`config.mk`:
```
export PLATFORM = sky130hd
export DESIGN_NAME = acg_controller
export DESIGN_NICKNAME = d
export VERILOG_FILES = /design/src/rtl/acg_pkg.sv /design/src/rtl/acg_controller.sv
export SDC_FILE = /design/constraint.sdc
export NUM_CORES = 1
export LEC_CHECK = 0
export BUFFER_PORTS_ARGS = -buffer_cell sky130_fd_sc_hd__buf_2
export CORE_MARGIN = 1
export CORE_UTILIZATION = 55
export CTS_BUF_LIST = sky130_fd_sc_hd__clkbuf_4
export CTS_CLUSTER_SIZE = 10
export DETAILED_ROUTE_END_ITERATION = 16
export PLACE_DENSITY = 0.88
export SETUP_SLACK_MARGIN = 0.05
export SYNTH_ARGS = -nofsm -noshare
export SYNTH_HDL_FRONTEND = slang
export SYNTH_SLANG_ARGS = --single-unit
```
`constraint.sdc`:
```
create_clock -name clock -period 2.2 [get_ports clock]
set_clock_uncertainty 0.05 [all_clocks]
set_input_delay 0.11 -clock clock [delete_from_list [all_inputs] [get_ports clock]]
set_output_delay 0.11 -clock clock [all_outputs]
set_load 0.05 [all_outputs]
```
`src/rtl/acg_pkg.sv`:
```
// Package: shared widths, constants, state codes and control structs for the compressor.
package acg_pkg;

   // Field widths
   localparam int SAMPLE_W = 24;
   localparam int LEVEL_W  = 24;
   localparam int THR_W    = 23;
   localparam int GAIN_W   = 24;
   localparam int RATIO_W  = 18;
   localparam int COEF_W   = 25;
   localparam int ENV_W    = 32;
   localparam int CSR_IDX_W  = 3;
   localparam int CSR_DATA_W = 25;

   // Register indexes
   localparam logic [CSR_IDX_W-1:0] REG_THRESHOLD = 3'd0;
   localparam logic [CSR_IDX_W-1:0] REG_MAKEUP    = 3'd1;
   localparam logic [CSR_IDX_W-1:0] REG_INV_RATIO = 3'd2;
   localparam logic [CSR_IDX_W-1:0] REG_OUT_GAIN  = 3'd3;
   localparam logic [CSR_IDX_W-1:0] REG_ATTACK    = 3'd4;
   localparam logic [CSR_IDX_W-1:0] REG_RELEASE   = 3'd5;
   localparam logic [CSR_IDX_W-1:0] REG_GATE      = 3'd6;

   // Register reset values
   localparam logic [THR_W-1:0]   THRESHOLD_RST = 23'd525493;
   localparam logic [GAIN_W-1:0]  MAKEUP_RST    = 24'd65536;
   localparam logic [RATIO_W-1:0] INV_RATIO_RST = 18'd65536;
   localparam logic [GAIN_W-1:0]  OUT_GAIN_RST  = 24'd73532;
   localparam logic [COEF_W-1:0]  ATTACK_RST    = 25'd69760;
   localparam logic [COEF_W-1:0]  RELEASE_RST   = 25'd1748;
   localparam logic [THR_W-1:0]   GATE_RST      = 23'd10486;

   // Arithmetic constants
   localparam logic [LEVEL_W-1:0] PEAK_FLOOR     = 24'd283399;
   localparam logic [36:0]        TARGET_CAP     = 37'd104857600000;
   localparam logic [ENV_W-1:0]   ENV_CAP        = 32'd3276800000;
   localparam logic [ENV_W-1:0]   ENV_ONE        = 32'd32768;
   localparam logic [21:0]        GATE_DOWN      = 22'd3355443;
   localparam logic [21:0]        GATE_UP        = 22'd1677722;
   localparam logic [23:0]        GATE_OPEN_FRAC = 24'd9730785;
   localparam logic [COEF_W-1:0]  COEF_ONE       = 25'd16777216;
   localparam logic [RATIO_W-1:0] UNITY_RATIO    = 18'd65536;

   // Divider geometry: 32 quotient bits, four per cycle
   localparam int QUO_W          = 32;
   localparam int DIV_BITS       = 4;
   localparam int DIV_STEPS      = QUO_W / DIV_BITS;
   localparam int DIV_CNT_W      = $clog2(DIV_STEPS);

   // Sequencer states
   typedef enum logic [10:0] {
      S_IDLE    = 11'b000_0000_0001,
      S_LEVEL   = 11'b000_0000_0010,
      S_TARGET  = 11'b000_0000_0100,
      S_GATE    = 11'b000_0000_1000,
      S_DIVLOAD = 11'b000_0001_0000,
      S_DIV     = 11'b000_0010_0000,
      S_ENVMUL  = 11'b000_0100_0000,
      S_ENVUPD  = 11'b000_1000_0000,
      S_GAIN    = 11'b001_0000_0000,
      S_SCALE   = 11'b010_0000_0000,
      S_FINISH  = 11'b100_0000_0000
   } acg_state_type;

   // Commands from controller to datapath
   typedef struct packed {
      logic capture;
      logic level;
      logic target;
      logic gate;
      logic div_load;
      logic div_step;
      logic env_mul;
      logic env_upd;
      logic gain;
      logic scale;
      logic finish;
   } acg_cmd_type;

   // Status from datapath to controller
   typedef struct packed {
      logic bypass;
   } acg_status_type;

   // Magnitude of a two's complement sample
   function automatic logic [LEVEL_W-1:0] magnitude(input logic [SAMPLE_W-1:0] v);
      magnitude = v[SAMPLE_W-1] ? (~v + 24'd1) : v;
   endfunction

endpackage

```
`src/rtl/acg_controller.sv`:
```
// Controller: sequences one frame through the datapath and owns the result valid flag.
module acg_controller (
   input  logic                    clock,
   input  logic                    reset,
   input  logic                    req_valid,
   output logic                    req_ready,
   output logic                    rsp_valid,
   input  logic                    rsp_ready,
   input  acg_pkg::acg_status_type status,
   output acg_pkg::acg_cmd_type    cmd
);
   import acg_pkg::*;

   acg_state_type          state_ff, state_in;
   logic [DIV_CNT_W-1:0]   div_cnt_ff, div_cnt_in;
   logic                   out_valid_ff, out_valid_in;
   logic                   accept;
   logic                   out_free;

   assign req_ready = (state_ff == S_IDLE);
   assign accept    = req_valid && req_ready;
   assign out_free  = !out_valid_ff || rsp_ready;
   assign rsp_valid = out_valid_ff;

   // Next state and commands
   always_comb begin
      state_in   = state_ff;
      div_cnt_in = div_cnt_ff;
      cmd        = '0;
      unique case (state_ff)
         S_IDLE: begin
            if (accept) begin
               cmd.capture = 1'b1;
               state_in = status.bypass ? S_FINISH : S_LEVEL;
            end
         end
         S_LEVEL: begin
            cmd.level = 1'b1;
            state_in  = S_TARGET;
         end
         S_TARGET: begin
            cmd.target = 1'b1;
            state_in   = S_GATE;
         end
         S_GATE: begin
            cmd.gate = 1'b1;
            state_in = S_DIVLOAD;
         end
         S_DIVLOAD: begin
            cmd.div_load = 1'b1;
            div_cnt_in   = '0;
            state_in     = S_DIV;
         end
         S_DIV: begin
            cmd.div_step = 1'b1;
            div_cnt_in   = div_cnt_ff + DIV_CNT_W'(1);
            if (div_cnt_ff == DIV_CNT_W'(DIV_STEPS - 1)) begin
               state_in = S_ENVMUL;
            end
         end
         S_ENVMUL: begin
            cmd.env_mul = 1'b1;
            state_in    = S_ENVUPD;
         end
         S_ENVUPD: begin
            cmd.env_upd = 1'b1;
            state_in    = S_GAIN;
         end
         S_GAIN: begin
            cmd.gain = 1'b1;
            state_in = S_SCALE;
         end
         S_SCALE: begin
            cmd.scale = 1'b1;
            state_in  = S_FINISH;
         end
         S_FINISH: begin
            if (out_free) begin
               cmd.finish = 1'b1;
               state_in   = S_IDLE;
            end
         end
         default: state_in = S_IDLE;
      endcase
   end

   // Result valid: set on load, drop when taken
   always_comb begin
      out_valid_in = out_valid_ff;
      if (rsp_ready) begin
         out_valid_in = 1'b0;
      end
      if (cmd.finish) begin
         out_valid_in = 1'b1;
      end
   end

   always_ff @(posedge clock) begin
      if (reset) begin
         state_ff     <= S_IDLE;
         div_cnt_ff   <= '0;
         out_valid_ff <= 1'b0;
      end else begin
         state_ff     <= state_in;
         div_cnt_ff   <= div_cnt_in;
         out_valid_ff <= out_valid_in;
      end
   end

endmodule

```
# After elaboration in Yosys (flattened, before gate mapping)
# Cells that the tools add are included.
[word_totals]
ff_bits = 15
in_bits = 5
mem_count = 0
latchBits = 0
word_cells = 46
mem_bits_ro = 0
ram_bits = 0
output_inout_bits = 13
[classes]
addsub = 1
n_mul = 0
mux = 21
order_cmp = 0
shift = 0
n_reduce_logical = 6
eq_ne = 15
n_div = 0
bitwise = 0
[op_table]
columns = ["op", "n"]
rows = [
  ["11-bit one-hot mux with 11 select lines", 1],
  ["11-bit two-way mux", 4],
  ["1-bit two-way mux", 15],
  ["11-bit by 1-bit equality test with 1-bit output, second input constant", 1],
  ["11-bit by 10-bit equality test with 1-bit output, second input constant", 1],
  ["11-bit equality test, second input constant", 1],
  ["11-bit by 2-bit equality test with 1-bit output, second input constant", 1],
  ["11-bit by 3-bit equality test with 1-bit output, second input constant", 1],
  ["11-bit by 4-bit equality test with 1-bit output, second input constant", 1],
  ["11-bit by 5-bit equality test with 1-bit output, second input constant", 1],
  ["11-bit by 6-bit equality test with 1-bit output, second input constant", 1],
  ["11-bit by 7-bit equality test with 1-bit output, second input constant", 1],
  ["11-bit by 8-bit equality test with 1-bit output, second input constant", 1],
  ["11-bit by 9-bit equality test with 1-bit output, second input constant", 1],
  ["3-bit one-hot mux with 2 select lines", 1],
  ["2-bit != test, second input constant", 2],
  ["2-bit nonzero test", 2],
  ["3-bit by 1-bit adder with 3-bit output, second input constant", 1],
  ["3-bit equality test, second input constant", 1],
  ["3-bit AND reduction", 1],
  ["2-bit by 1-bit != test with 1-bit output, second input constant", 1],
  ["1-bit logical AND", 1],
  ["1-bit zero test", 1],
  ["1-bit logical OR", 1],
]

# Depth between registers and ports, before layout
[depth]
word_depth = 5
mapped_depth = 6

# Worst setup path after synthesis
# No wires, ideal clock.
[synth_path]
path_kind = "flip-flop to flip-flop"
startpoint = "register state_ff[2]"
endpoint = "register state_ff[7]"
setup_ns = 0.069
t_arrival_ns = 2.803
path_stages_with_launch = 6
slack_ns = -0.722
path_cell_list = "dfxtp_1 > buf_2 > nor4_2 > nand3_1 > nor4_1 > and3_1"
[synth_between]
elab_chain_cells = 4
word_cells_on_any_way = 17
[synth_rtl]
columns = ["item", "line_no", "source"]
rows = [
  ["start, declared", "acg_controller.sv:14", "acg_state_type state_ff, state_in;"],
  ["start signal, assigned", "acg_controller.sv:104", "state_ff <= state_in;"],
  ["11-bit by 1-bit equality test with 1-bit output", "acg_controller.sv:20, acg_controller.sv:30", ""],
  ["1-bit logical AND", "acg_controller.sv:21", "assign accept = req_valid && req_ready;"],
  ["2-bit by 1-bit != test with 1-bit output (no line)", "--", ""],
  ["3-bit AND reduction (no line)", "--", ""],
]
# Parallel ways exist; a longest one is shown, timed or not.
# A chain may end at the register's enable or synchronous reset.

==> out/results.txt <==
Quantity of I/O buffers inserted on ports -> 17
Unrepaired setup endpoints after global routing -> false
Element type at the critical path start -> flop
Io pins -> 18
Routed wire length -> 2.009 mm
Wirelength per Cell -> 14.35 um
Post-route cell area -> 1065 sq um
Class of the worst hold path -> in -> reg
Number of library cell types mapped by synthesis -> 37
Share of cells above drive strength 1 -> 33.06%
Cell chain of the critical path -> or4_4 > nor2_2 > nand2_2 > nor3b_2 > buf_6
Status -> complete, no violations
Number of failing hold endpoints at the final stage -> 0
Required time of the worst setup path -> 2040 ps
Net Count, Synth -> 117
Gr usage total -> 24.48%
Die area -> 1787 sq um
Final worst setup slack -> 97.49 ps
Count of unresolved DRC violations after routing -> 0
Biggest fanout along the worst timing path -> 7
Proportion of synthesized chip area in sequential cells -> 33.66%
Max-slew violation count -> 0
Clock latency reported for the late side of the worst-skew pair -> 290 ps
Yosys top cell by area -> dfxtp_1
Relative slew slack -> 63.18%
Die X-Extent -> 42.28 um
Post-detailed-placement half-perimeter wirelength -> 1.397 mm
Area growth, synth to finish -> 19.35%
Longest individual stage delay on the worst path -> 580 ps
Sink count of the clock tree -> 15
Slew at the pin closest to its max-slew limit -> 549.9 ps
Final-report setup violation count -> 0
Cell area after synthesis -> 892.1 sq um
Fill cell count -> 115
Vias in the first global route -> 785
Via count of the routed design -> 895
Mean instance size in the synthesized netlist -> 8.110 sq um
Count of flip-flops with a built-in enable after synthesis -> 0
Total power per unit cell area -> 557.4 nW/um^2
Row count -> 14
Effective utilization at floorplan -> 59.22%
Top area cells in the synthesized netlist -> dfxtp_1 34%, nor2_1 5.0%, nor3b_1 4.2%
Clock period minus worst slack -> 2103 ps
Post-synth top flop -> dfxtp_1
Core occupancy in the finished layout -> 70.68%
Master cell of the clock root buffer -> clkbuf_4
Final Hold Slack -> 51.25 ps
Power, Total -> 593.5 uW
Maximum buffer depth of the clock tree -> 2
Fmax -> 0.4756 GHz
Final Cycle Share -> 95.57%
Synthesized netlist cell count -> 110
Diodes inserted -> 0
Leading post-synthesis cells by instance count -> 15 x dfxtp_1, 12 x nor2_1, 8 x inv_1, 8 x nand2_1, 6 x nor3_1
Post-place setup slack -> 278.1 ps
Number of warnings reported in the yosys synthesis log -> 0
Area share of the largest cell type after synthesis -> 33.66%
Final estimated routing congestion in global placement -> 0.8656
Total of flip-flops plus latches after synthesis -> 15
Antenna violations before repair -> 0
1st-pass router iterations -> 4
CTS tree -> done
Static power due to leakage -> 0.0004609 uW
Routed Antenna Nets -> 0
Vias per inst -> 6.393
Buffers inserted during post-CTS setup optimization -> 0
Chip Height -> 42.28 um
DP Area -> 978.4 sq um
Global-route wire length before repair -> 3.346 mm
Arrival time reported for the critical path endpoint -> 1940 ps
Final net count -> 132
Most common cell in the synthesized netlist -> dfxtp_1
Setup CP Type -> reg -> out
Standard cell core area -> 1506 sq um
Worst vdd rail ir drop -> 0.4185 mV
Maximum level of the CTS H-tree -> 1
Endpoint type of the worst setup path -> output pin
Fraction of registers with async set or reset after synthesis -> 0%
Library cell contributing the largest single delay on the critical path -> or4_4
Overall overflow remaining after global route -> 0
Pin count of the biggest net entering global routing -> 11
Clock buffers created by TritonCTS -> 3
Violation count after the first detailed-route iteration -> 38
Clock-pin slew of the registers on the worst-case setup and hold paths -> 80 ps
Max-capacitance violation count -> 0
[metrics by stage]
stage	setup TNS, ps	std cells
4_1_cts	0	140
6_report	0	140
2_1_floorplan	-122.2	110
3_3_place_gp	0	135
5_1_grt	0	140
3_5_place_dp	0	135
[final cells by class]
type / count / area, sq um / share of cell area, %
repair buffers: 18 / 106.4 / 9.988
flip-flops and latches: 15 / 302.8 / 28.44
multi-input cells: 79 / 575.6 / 54.05
inverters: 8 / 30.03 / 2.820
clock buffers: 4 / 30.03 / 2.820
well taps: 16 / 20.02 / 1.880
[worst paths after layout]
check                              startpoint             to  slack (ps)  cells after the start
worst min register to register  div_cnt_ff[0]  div_cnt_ff[0]         430                      1
worst max register to register    state_ff[3]    state_ff[3]         300                      4
worst min-delay path                    reset  div_cnt_ff[1]          50                      2
worst max-delay path              state_ff[7]         cmd[8]         100                      5
[where the power goes]
part,internal (uW),leakage [uW],switching (uW)
clock network,82.9,0.0000184,90.7
registers,277,0.000122,11.0
logic,47.7,0.000320,84.3
total,408,0.000461,186
[state kept, by name (all words and copies together) (netlist names)]
name and cells:
state_ff 11, rsp_valid 1, div_cnt_ff 3
[timing repair]
item	4_1_cts	5_1_grt
endpoints found under the setup margin	2	8
pin swaps	0	0
gates resized for setup	4	9
hold endpoints to repair	1	0
hold buffers	1	0
[critical path: cells and delay by family (launching register included)]
| family | cells | cell delay (ps) |
|---|---|---|
| DFF | 1 | 370 |
| buffers and inverters | 1 | 190 |
| and+or+nand+nor | 4 | 1100 |
[cell usage in the layout, fill, tap and decap left out, drive strengths merged, types with 5 or more instances in the layout]
master | synthesis | layout
clkbuf | 0 | 6
nor3 | 6 | 6
buf | 8 | 15
nand2 | 8 | 8
dfxtp | 15 | 15
nor2 | 12 | 12
nor4 | 5 | 5
a21oi | 5 | 5
inv | 8 | 8
nor3b | 5 | 5
[layer usage]
| metal | global-route usage (%) | part of all wire (%) | wire length, um |
|---|---|---|---|
| met3 | 3.017 | 7.1 | 142 |
| met2 | 35.69 | 48 | 965 |
| met4 | 16.25 | 2.0 | 40 |
| met5 | 0 | 0 | 0 |
| met1 | 33.70 | 43 | 861 |
[logic make-up after synthesis]
group                    after synthesis  share of synthesized area [%]
adder cells (fa/ha/maj)                2                          2.805
XOR/XNOR                               2                          1.964
AND/OR/NAND/NOR                       56                          38.01
flip-flops                            15                          33.66
AO/OA/AOI/OAI                         19                          14.59
buffers and inverters                 16                          8.975
No activity file was read; power rests on OpenSTA's default activity.
